==> config.mk <==
export PLATFORM = sky130hd
export DESIGN_NAME = split_stopwatch_priority_pause_flat
export DESIGN_NICKNAME = d
export VERILOG_FILES = /design/src/design/ssw_pkg.sv /design/src/design/ssw_in_if.sv /design/src/design/ssw_out_if.sv /design/src/design/ssw_in_stage.sv /design/src/design/ssw_core.sv /design/src/design/split_stopwatch_priority_pause.sv /design/src/flat_wrapper.sv
export SDC_FILE = /design/constraint.sdc
export NUM_CORES = 1
export LEC_CHECK = 0
export ABC_AREA = 0
export BUFFER_PORTS_ARGS = -buffer_cell sky130_fd_sc_hd__buf_2
export CAP_MARGIN = 10
export CORE_MARGIN = 2
export CORE_UTILIZATION = 38
export CTS_CLUSTER_SIZE = 30
export DETAILED_ROUTE_END_ITERATION = 10
export SLEW_MARGIN = 20
export SYNTH_ARGS = -nofsm -noshare
export SYNTH_HDL_FRONTEND = slang
export SYNTH_SLANG_ARGS = --single-unit
==> constraint.sdc <==
create_clock -name clk_i -period 8.05 [get_ports clk_i]
set_clock_uncertainty 0.1 [all_clocks]
set_input_delay 1.61 -clock clk_i [delete_from_list [all_inputs] [get_ports clk_i]]
set_output_delay 1.61 -clock clk_i [all_outputs]
set_load 0.02 [all_outputs]
==> src/design/ssw_pkg.sv <==
// Shared types, constants and helpers for the split stopwatch.
// Used by the channel interfaces, the input stage, the core and the top level.
package ssw_pkg;

  localparam int unsigned OpW   = 3;
  localparam int unsigned PrioW = 2;
  localparam int unsigned TimeW = 32;

  localparam int unsigned PauseLevelsDefault = 3;

  typedef enum logic [OpW-1:0] {
    OP_RESET        = 3'd0,
    OP_UPDATE       = 3'd1,
    OP_PAUSE        = 3'd2,
    OP_UNPAUSE      = 3'd3,
    OP_STORE        = 3'd4,
    OP_LEVEL_FINISH = 3'd5,
    OP_RUN_FINISH   = 3'd6
  } op_e;

  typedef logic [TimeW-1:0] time_t;

  typedef struct packed {
    logic [OpW-1:0]   operation;
    logic [PrioW-1:0] priority_req;
    time_t            timestamp_ms;
  } item_t;

  typedef struct packed {
    time_t total_time;
    time_t level_time;
    logic  paused;
    logic  run_finished;
    logic  level_differs;
  } result_t;

  // Add, clamping at all ones on carry out.
  function automatic time_t sat_add(time_t a, time_t b);
    logic [TimeW:0] sum;
    sum = {1'b0, a} + {1'b0, b};
    return sum[TimeW] ? '1 : sum[TimeW-1:0];
  endfunction

endpackage

==> src/design/ssw_in_if.sv <==
// Input channel: valid/ready handshake with one stopwatch event.
// Depends on ssw_pkg for field widths.
interface ssw_in_if;
  logic                       valid;
  logic                       ready;
  logic [ssw_pkg::OpW-1:0]    operation;
  logic [ssw_pkg::PrioW-1:0]  priority_req;
  logic [ssw_pkg::TimeW-1:0]  timestamp_ms;

  modport source (output valid, operation, priority_req, timestamp_ms, input ready);
  modport sink   (input valid, operation, priority_req, timestamp_ms, output ready);
endinterface

==> src/design/ssw_out_if.sv <==
// Output channel: valid/ready handshake with one stopwatch result.
// Depends on ssw_pkg for field widths.
interface ssw_out_if;
  logic                       valid;
  logic                       ready;
  logic [ssw_pkg::TimeW-1:0]  total_time;
  logic [ssw_pkg::TimeW-1:0]  level_time;
  logic                       paused;
  logic                       run_finished;
  logic                       level_differs;

  modport source (output valid, total_time, level_time, paused, run_finished,
                  level_differs, input ready);
  modport sink   (input valid, total_time, level_time, paused, run_finished,
                  level_differs, output ready);
endinterface

==> src/design/ssw_in_stage.sv <==
// Input register for stopwatch events, one entry deep with pass-through ready.
// Depends on ssw_pkg for the event type.
module ssw_in_stage (
  input  logic           clk_i,
  input  logic           rst_ni,
  input  logic           in_valid_i,
  output logic           in_ready_o,
  input  ssw_pkg::item_t in_item_i,
  output logic           item_valid_o,
  output ssw_pkg::item_t item_o,
  input  logic           item_ready_i
);
  import ssw_pkg::*;

  logic  valid_q;
  item_t item_q;

  assign in_ready_o   = !valid_q || item_ready_i;
  assign item_valid_o = valid_q;
  assign item_o       = item_q;

  always_ff @(posedge clk_i or negedge rst_ni) begin
    if (!rst_ni) begin
      valid_q <= 1'b0;
    end else if (in_ready_o) begin
      valid_q <= in_valid_i;
    end
  end

  always_ff @(posedge clk_i) begin
    if (in_ready_o && in_valid_i) begin
      item_q <= in_item_i;
    end
  end

endmodule

==> src/design/ssw_core.sv <==
// Stopwatch state, event evaluation and result register.
// Depends on ssw_pkg for the operation codes, types and saturating add.
module ssw_core #(
  parameter int unsigned PAUSE_LEVELS = ssw_pkg::PauseLevelsDefault
) (
  input  logic             clk_i,
  input  logic             rst_ni,
  input  logic             item_valid_i,
  input  ssw_pkg::item_t   item_i,
  output logic             item_ready_o,
  output logic             res_valid_o,
  output ssw_pkg::result_t res_o,
  input  logic             res_ready_i
);
  import ssw_pkg::*;

  logic [PAUSE_LEVELS-1:0] flags_q, flags_d, prio_mask;
  time_t last_q, last_d;
  time_t st_tot_q, st_tot_d, st_lvl_q, st_lvl_d;
  time_t sh_tot_q, sh_tot_d, sh_lvl_q, sh_lvl_d;
  logic  fin_q, fin_d;
  logic  differs;
  logic  res_valid_q;
  result_t res_q;

  time_t elapsed, acc_tot, acc_lvl;
  logic  running, prio_ok, take;

  assign item_ready_o = !res_valid_q || res_ready_i;
  assign take         = item_valid_i && item_ready_o;

  assign running = ~|flags_q;
  assign prio_ok = 32'(item_i.priority_req) < PAUSE_LEVELS;
  assign elapsed = item_i.timestamp_ms - last_q;
  assign acc_tot = sat_add(st_tot_q, elapsed);
  assign acc_lvl = sat_add(st_lvl_q, elapsed);

  // Flags at the requested priority and every lower one.
  always_comb begin
    for (int i = 0; i < PAUSE_LEVELS; i++) begin
      prio_mask[i] = 32'(i) >= 32'(item_i.priority_req);
    end
  end

  always_comb begin
    flags_d  = flags_q;
    last_d   = last_q;
    st_tot_d = st_tot_q;
    st_lvl_d = st_lvl_q;
    sh_tot_d = sh_tot_q;
    sh_lvl_d = sh_lvl_q;
    fin_d    = fin_q;
    differs  = 1'b0;
    case (op_e'(item_i.operation))
      OP_RESET: begin
        flags_d  = '1;
        last_d   = '0;
        st_tot_d = '0;
        st_lvl_d = '0;
        sh_tot_d = '0;
        sh_lvl_d = '0;
        fin_d    = 1'b0;
      end
      OP_UPDATE: begin
        if (running) begin
          sh_tot_d = acc_tot;
          sh_lvl_d = acc_lvl;
        end
      end
      OP_PAUSE: begin
        if (prio_ok) begin
          if (running) begin
            st_tot_d = acc_tot;
            st_lvl_d = acc_lvl;
            sh_tot_d = acc_tot;
            sh_lvl_d = acc_lvl;
            last_d   = item_i.timestamp_ms;
          end
          flags_d = flags_q | prio_mask;
        end
      end
      OP_UNPAUSE: begin
        if (prio_ok) begin
          flags_d = flags_q & ~prio_mask;
          // Restart the interval when the last flag drops.
          if (!running && ~|(flags_q & ~prio_mask)) begin
            last_d = item_i.timestamp_ms;
          end
        end
      end
      OP_STORE: begin
        st_tot_d = acc_tot;
        st_lvl_d = acc_lvl;
        sh_tot_d = acc_tot;
        sh_lvl_d = acc_lvl;
        last_d   = item_i.timestamp_ms;
      end
      OP_LEVEL_FINISH, OP_RUN_FINISH: begin
        if (!(op_e'(item_i.operation) == OP_RUN_FINISH && fin_q)) begin
          if (running) begin
            st_tot_d = acc_tot;
            sh_tot_d = acc_tot;
            sh_lvl_d = acc_lvl;
            last_d   = item_i.timestamp_ms;
            differs  = acc_lvl != acc_tot;
          end else begin
            differs  = sh_lvl_q != sh_tot_q;
          end
          st_lvl_d = '0;
          if (op_e'(item_i.operation) == OP_RUN_FINISH) begin
            flags_d = '1;
            fin_d   = 1'b1;
          end
        end
      end
      default: ;
    endcase
  end

  always_ff @(posedge clk_i or negedge rst_ni) begin
    if (!rst_ni) begin
      flags_q     <= '1;
      last_q      <= '0;
      st_tot_q    <= '0;
      st_lvl_q    <= '0;
      sh_tot_q    <= '0;
      sh_lvl_q    <= '0;
      fin_q       <= 1'b0;
      res_valid_q <= 1'b0;
    end else begin
      if (take) begin
        flags_q  <= flags_d;
        last_q   <= last_d;
        st_tot_q <= st_tot_d;
        st_lvl_q <= st_lvl_d;
        sh_tot_q <= sh_tot_d;
        sh_lvl_q <= sh_lvl_d;
        fin_q    <= fin_d;
      end
      if (item_ready_o) begin
        res_valid_q <= item_valid_i;
      end
    end
  end

  always_ff @(posedge clk_i) begin
    if (take) begin
      res_q.total_time    <= sh_tot_d;
      res_q.level_time    <= sh_lvl_d;
      res_q.paused        <= |flags_d;
      res_q.run_finished  <= fin_d;
      res_q.level_differs <= differs;
    end
  end

  assign res_valid_o = res_valid_q;
  assign res_o       = res_q;

endmodule

==> src/design/split_stopwatch_priority_pause.sv <==
// Split stopwatch with prioritized pause: top level.
// Path: an accepted event passes the input register, then the result register, before its
// result is presented on the output channel.
// Throughput: one event per cycle unless the output channel holds results back.
// Reset: all pause flags set, accumulators, shown times and stamp zero, run not finished.
// Depends on ssw_pkg, ssw_in_if, ssw_out_if, ssw_in_stage and ssw_core.
module split_stopwatch_priority_pause #(
  parameter int unsigned PAUSE_LEVELS = ssw_pkg::PauseLevelsDefault
) (
  input  logic     clk_i,
  input  logic     rst_ni,
  ssw_in_if.sink   in_i,
  ssw_out_if.source out_o
);
  import ssw_pkg::*;

  item_t   in_item, item;
  logic    item_valid, item_ready;
  result_t res;

  assign in_item.operation    = in_i.operation;
  assign in_item.priority_req = in_i.priority_req;
  assign in_item.timestamp_ms = in_i.timestamp_ms;

  ssw_in_stage u_in_stage (
    .clk_i        (clk_i),
    .rst_ni       (rst_ni),
    .in_valid_i   (in_i.valid),
    .in_ready_o   (in_i.ready),
    .in_item_i    (in_item),
    .item_valid_o (item_valid),
    .item_o       (item),
    .item_ready_i (item_ready)
  );

  ssw_core #(
    .PAUSE_LEVELS (PAUSE_LEVELS)
  ) u_core (
    .clk_i        (clk_i),
    .rst_ni       (rst_ni),
    .item_valid_i (item_valid),
    .item_i       (item),
    .item_ready_o (item_ready),
    .res_valid_o  (out_o.valid),
    .res_o        (res),
    .res_ready_i  (out_o.ready)
  );

  assign out_o.total_time    = res.total_time;
  assign out_o.level_time    = res.level_time;
  assign out_o.paused        = res.paused;
  assign out_o.run_finished  = res.run_finished;
  assign out_o.level_differs = res.level_differs;

endmodule

==> src/flat_wrapper.sv <==
// flat-port wrapper written by rule: the top's interface ports become plain ports
module split_stopwatch_priority_pause_flat import ssw_pkg::*;
#(
  parameter int unsigned PAUSE_LEVELS = ssw_pkg::PauseLevelsDefault
)
  (clk_i, rst_ni, in_i_valid, in_i_operation, in_i_priority_req, in_i_timestamp_ms, in_i_ready, out_o_valid, out_o_total_time, out_o_level_time, out_o_paused, out_o_run_finished, out_o_level_differs, out_o_ready);
  ssw_in_if in_i_i ();
  ssw_out_if out_o_i ();
  input  logic clk_i;
  input  logic rst_ni;
  input wire logic [$bits(in_i_i.valid)-1:0] in_i_valid;
  input wire logic [$bits(in_i_i.operation)-1:0] in_i_operation;
  input wire logic [$bits(in_i_i.priority_req)-1:0] in_i_priority_req;
  input wire logic [$bits(in_i_i.timestamp_ms)-1:0] in_i_timestamp_ms;
  output wire logic [$bits(in_i_i.ready)-1:0] in_i_ready;
  output wire logic [$bits(out_o_i.valid)-1:0] out_o_valid;
  output wire logic [$bits(out_o_i.total_time)-1:0] out_o_total_time;
  output wire logic [$bits(out_o_i.level_time)-1:0] out_o_level_time;
  output wire logic [$bits(out_o_i.paused)-1:0] out_o_paused;
  output wire logic [$bits(out_o_i.run_finished)-1:0] out_o_run_finished;
  output wire logic [$bits(out_o_i.level_differs)-1:0] out_o_level_differs;
  input wire logic [$bits(out_o_i.ready)-1:0] out_o_ready;
  assign in_i_i.valid = in_i_valid;
  assign in_i_i.operation = in_i_operation;
  assign in_i_i.priority_req = in_i_priority_req;
  assign in_i_i.timestamp_ms = in_i_timestamp_ms;
  assign in_i_ready = in_i_i.ready;
  assign out_o_valid = out_o_i.valid;
  assign out_o_total_time = out_o_i.total_time;
  assign out_o_level_time = out_o_i.level_time;
  assign out_o_paused = out_o_i.paused;
  assign out_o_run_finished = out_o_i.run_finished;
  assign out_o_level_differs = out_o_i.level_differs;
  assign out_o_i.ready = out_o_ready;
  split_stopwatch_priority_pause #(.PAUSE_LEVELS(PAUSE_LEVELS)) u_core (.clk_i(clk_i), .rst_ni(rst_ni), .in_i(in_i_i), .out_o(out_o_i));
endmodule
# --- After elaboration in Yosys (flattened, before gate mapping) ---
# Cells that the tools add are included.
totals:
  reg_bits: 270
  inputBits: 41
  out_inout_bits: 69
  wordCells: 94
op_classes:
  add_sub_neg: 3
  n_lt_le_gt_ge: 4
  eq_ne: 13
  n_mux: 33
  bitwise_logic: 4
  reduce_logical: 20
op_table:
  columns: ["cell", "n"]
  rows:
  - ["two-way mux 32 bit", 19]
  - ["one-hot mux 32 bit (5 select lines)", 3]
  - ["one-hot mux 32 bit (4 select lines)", 2]
  - ["adder 32 x 32 -> 33 bit", 2]
  - ["inequality test 32 bit", 2]
  - ["subtractor 32 bit", 1]
  - ["two-way mux 3 bit", 4]
  - ["one-hot mux 3 bit (4 select lines)", 1]
  - ["inequality test 2 bit, second input constant", 5]
  - ["equality test 3 bit, second input constant", 3]
  - ["OR reduction 3 bit", 3]
  - ["equality test 3 x 2 -> 1 bit, second input constant", 2]
  - ["AND reduction 6 bit", 1]
  - ["AND reduction 5 bit", 1]
  - ["nonzero test 5 bit", 1]
  - [">= comparator 1 x 2 -> 1 bit, first input constant", 2]
  - ["logical AND 1 bit", 4]
  - ["AND reduction 4 bit", 1]
  - ["nonzero test 4 bit", 1]
  - ["OR reduction 2 bit", 2]
  - ["AND 3 bit", 1]
  - ["equality test 3 x 1 -> 1 bit, second input constant", 1]
  - ["zero test 1 bit", 3]
  - ["zero test 3 bit", 1]
  - ["8 further kinds", 11]

# --- Logic depth before layout (Yosys ltp) ---
logic_depth:
  word_depth: 9
  mapped_depth: 29
  ltp_nobuf: 26

# --- By module ---
# From an unflattened synthesis, not the netlist that was laid out.
hier_totals:
  hier_cells: 1965
  hier_area_um2: 17649.4
by_module_without_submodules:
  columns: ["mod", "n_inst", "cells_per_inst", "area_each_um2", "seq_area_each_um2"]
  rows:
  - ["ssw_core", 1, 1924, 16484.6, 6144.6]
  - ["ssw_in_stage", 1, 41, 1164.9, 1136.1]

# --- Worst setup path after synthesis ---
# OpenSTA, ideal clock, no wires.
synth_timing:
  path_kind: "register to register"
  startpoint: "register u_core.u_in_stage.item_q, in the netlist u_core.u_in_stage.item_o[0]"
  endpoint: "register u_core.u_core.res_o[0] (netlist name)"
  setup_time_ns: 0.268
  arrival_ns: 5.946
  required_ns: 7.682
  path_slack_ns: 1.736
  stages_incl_launch_ff: 28
  n_path_buf: 1
  period_less_slack_ns: 6.314
  path_cell_list: "edfxtp_1 > inv_1 > ha_1 > inv_1 > fa_1 > a21o_1 > a21oi_1 > o21bai_1 > a21oi_1 > o21ai_1 > a211oi_1 > nor4b_1 > a2111oi_1 > o21ai_0 > xor2_1 > ha_1 > buf_2 > and4_1 > and4_1 > or4b_1 > o2111ai_1 > nand2_1 > mux2_2 > xnor2_1 > nor4_1 > o2111ai_1 > nor4b_2 > a21oi_1"
synth_via:
  elab_chain_cells: 5
  elab_cells_between_ends: 7
  cone_classes: "add/sub (3); eq/ne (1); mux (3)"
synth_rtl:
  columns: ["element", "line_no", "rtl"]
  rows:
  - ["start, declared", "ssw_in_stage.sv:16", "item_t item_q;"]
  - ["start signal, assigned", "ssw_in_stage.sv:32", "item_q <= in_item_i;"]
  - ["subtractor 32 bit (*)", "ssw_core.sv:34", "assign elapsed = item_i.timestamp_ms - last_q;"]
  - ["adder 32 x 32 -> 33 bit", "ssw_pkg.sv:40", "sum = {1'b0, a} + {1'b0, b};"]
  - ["two-way mux 32 bit", "ssw_pkg.sv:41", "return sum[TimeW] ? '1 : sum[TimeW-1:0];"]
  - ["inequality test 32 bit (*)", "ssw_core.sv:105", "differs = acc_lvl != acc_tot;"]
  - ["two-way mux 1 bit (*)", "ssw_core.sv:100", "if (running) begin"]
# Every way passes the cells marked *; elsewhere a longest branch is shown, timed or not.
# A chain may end at the register's enable or synchronous reset.

# --- Worst setup path after layout ---
layout_timing:
  startpoint: "register u_core.u_in_stage.item_q, in the netlist u_core.u_in_stage.item_o[0]"
  endpoint: "register u_core.u_core.res_o[0] (netlist name)"
layout_via:
  elab_chain_cells: 5
  elab_cells_between_ends: 7
  cone_classes: "add/sub (3); eq/ne (1); mux (3)"
layout_rtl:
  columns: ["element", "line_no"]
  rows:
  - ["subtractor 32 bit (*)", "ssw_core.sv:34"]
  - ["adder 32 x 32 -> 33 bit", "ssw_pkg.sv:40"]
  - ["two-way mux 32 bit", "ssw_pkg.sv:41"]
  - ["inequality test 32 bit (*)", "ssw_core.sv:105"]
  - ["two-way mux 1 bit (*)", "ssw_core.sv:100"]
# Marks and branches as above.

==> summary.md <==
| Metric | Value |
|---|---|
| Netlist cell types | `89` |
| Detailed-route vias per instance | `5.641` |
| CTS tree | `yes` |
| GRT Util Overall | `0.2279` |
| Vias | `14820` |
| Later-pin clock latency in the skew report | `0.59 ns` |
| Gate count of the mapped netlist | `1909` |
| RSZ-0062 raised after global routing | `false` |
| Fin Setup TNS | `0 ns` |
| Max Cap Viol | `0` |
| Share of cells above drive strength 1 | `0.1367` |
| TritonCTS Buffers | `31` |
| Die ar. | `47320 um2` |
| Hold crit path type | `reg2reg` |
| # DRC | `0` |
| Util after Layout | `0.4338` |
| Post-synth ARST share | `0.6148` |
| Synth warnings | `0` |
| Critical Path Start Type | `register` |
| Hold Vio Cnt, Final | `0` |
| Minimum hold slack | `0.3758 ns` |
| Syn Nets | `2050` |
| CTS root buf | `clkbuf_16` |
| Worst setup margin | `0.5965 ns` |
| Slowest stage cell, crit path | `or4_1` |
| Tmin final | `7.454 ns` |
| I/O Buffers | `109` |
| Antenna violations before repair | `0` |
| Commonest cells post-synth | `308 x nand2_1, 216 x o21ai_0, 163 x dfrtp_1` |
| Synth area leader | `dfrtp_1` |
| First-pass DRT Iterations | `5` |
| WL per Instance | `20.54 um` |
| Worst Tran Pin Value | `1.103 ns` |
| CP required | `8.28 ns` |
| Layout Nets | `2143` |
| CP Capture Type | `register` |
| Area growth from synthesis to layout | `13.14%` |
| Largest net degree at the start of global routing | `85` |
| Detailed Route WL | `53970 um` |
| Grt ovf | `0` |
| Top-count cell post-synth | `nand2_1` |
| Max incr delay on CP | `0.61 ns` |
| #FFs+latches synth | `270` |
| Worst setup path category | `reg2reg` |
| Final-report setup violation count | `0` |
| # IOs | `110` |
| Max Fanout on Critical Path | `16` |
| Sink Count | `270` |
| Worst-case clock buffer depth | `3` |
| F_max | `134.2 MHz` |
| Vias in the first global route | `14170` |
| First-pass GRT wire length | `84180 um` |
| Yosys top cell area share | `0.2354` |
| Worst slack, placed | `0.4781 ns` |
| Die Ht | `217.5 um` |
| Hold buffers post-CTS | `0` |
| Mapped cell area | `17330 um2` |
| HPWL Detailed | `40850 um` |
| ANT nets after route | `0` |
| Max transition margin | `0.2649` |
| Clock transition at path regs | `0.07 ns` |
| Seq/Total Area, Yosys | `0.4202` |
| GP Congestion | `0.9474` |
| Std cell rows | `78` |
| Worst path arrival time | `7.68 ns` |
| Width of the die | `217.5 um` |
| Status | `finished, final reports clean` |
| Most frequent CP cell | `a21oi_1` |
| Initial Utilization | `0.3835` |
| Number of synthesized flops with an enable pin | `104` |
| CTS H-tree depth | `1` |
| Top FF cell, synth | `dfrtp_1` |
| Mean post-synth cell area | `9.076 um2` |
| Area of the core | `45190 um2` |
| Max-slew violations | `0` |
| Tcrit/Tclk final | `0.9259` |
| Synth top area cells | `dfrtp_1 24%, edfxtp_1 18%, ha_1 7.0%` |
| Ant diodes | `0` |
| Initial detailed-routing violation count | `1089` |
cell usage in the layout, fill, tap and decap left out, types with 29 or more instances in the layout:
| cell type | count |
|---|---|
| inv_1 | 65 |
| a21oi_1 | 140 |
| dfrtp_1 | 163 |
| nor2_1 | 129 |
| o21ai_0 | 215 |
| xnor2_1 | 66 |
| nor3_1 | 29 |
| buf_2 | 108 |
| clkbuf_16 | 32 |
| mux2_2 | 31 |
| edfxtp_1 | 104 |
| nand2_1 | 308 |
| xor2_1 | 55 |
| ha_1 | 97 |
| a21o_1 | 45 |
| buf_4 | 32 |
layout make-up:
| cell class | count | area (um2) |
|---|---|---|
| inverter | 66 | 250.2 |
| clock inverter | 21 | 186.4 |
| fill | 4415 | 25580 |
| tap | 600 | 750.7 |
| timing repair buffer | 141 | 792.0 |
| multi-input combinational | 1492 | 9493 |
| clock buffer | 37 | 849.6 |
| sequential | 270 | 7281 |
what timing repair did:
action | in CTS | in global routing
buffers inserted | 0 | 0
endpoints found under the setup margin | 0 | 1
gates resized for setup | 0 | 1
metrics by stage:
step	instances	area [um2]
after global routing	2627	19600
after detailed placement	2569	18560
after floorplan	1909	17330
after CTS	2627	19600
after global placement	2569	18560
final	2627	19600
registers in the layout, indices dropped and copies added, names as in the netlist:
register and cells:
u_core.u_core.st_tot_q 32, u_core.u_core.res_o 67, u_core.u_core.st_lvl_q 32, u_core.u_core.last_q 32, u_core.u_core.sh_lvl_q 32, u_core.u_in_stage.item_valid_o 1
u_core.u_in_stage.item_o 37, u_core.u_core.fin_q 1, u_core.u_core.res_valid_o 1, u_core.u_core.sh_tot_q 32, u_core.u_core.flags_q 3
path summary, 6_finish.rpt:
| kind | slack, ns | startpoint | end | cells after the start |
|---|---|---|---|---|
| worst max-delay path | 0.60 | u_core.u_in_stage.item_o[0] | u_core.u_core.res_o[0] | 28 |
| worst min-delay path | 0.38 | u_core.u_core.last_q[21] | u_core.u_core.last_q[21] | 2 |
| worst max register to register | 0.60 | u_core.u_in_stage.item_o[0] | u_core.u_core.res_o[0] | 28 |
| worst min register to register | 0.38 | u_core.u_core.last_q[21] | u_core.u_core.last_q[21] | 2 |
| max in group asynchronous | 5.62 | rst_ni | u_core.u_core.last_q[24] | 2 |
| min in group asynchronous | 0.89 | rst_ni | u_core.u_core.sh_lvl_q[2] | 1 |
per-layer routing:
layer / up-vias / GRT usage / routed length, um
li1: 7129 / - / -
met1: 7019 / 0.3317 / 25100
met2: 585 / 0.3490 / 23340
met3: 87 / 0.03347 / 3963
met4: 0 / 0.06895 / 1564
met5: - / 0 / 0
cell families after synthesis:
kind of cell,share of synthesized area
XOR/XNOR,0.06116
buffers and inverters,0.03416
AND/OR/NAND/NOR,0.1595
flip-flops,0.4202
multiplexers,0.02419
adder cells (fa/ha/maj),0.07351
AO/OA/AOI/OAI,0.2273
critical path, delay by kind of cell, from the launching register on:
| family | cells | cell delay (ns) |
|---|---|---|
| compound gates | 13 | 2.60 |
| simple gates | 7 | 2.18 |
| fa+ha+maj | 3 | 0.91 |
| buf+inv | 4 | 0.66 |
| flops | 1 | 0.38 |
| xor+xnor | 1 | 0.35 |
Power is left out: the tool's default activity adds up to more than one toggle a clock period on the data nets, which glitch-free logic cannot reach.
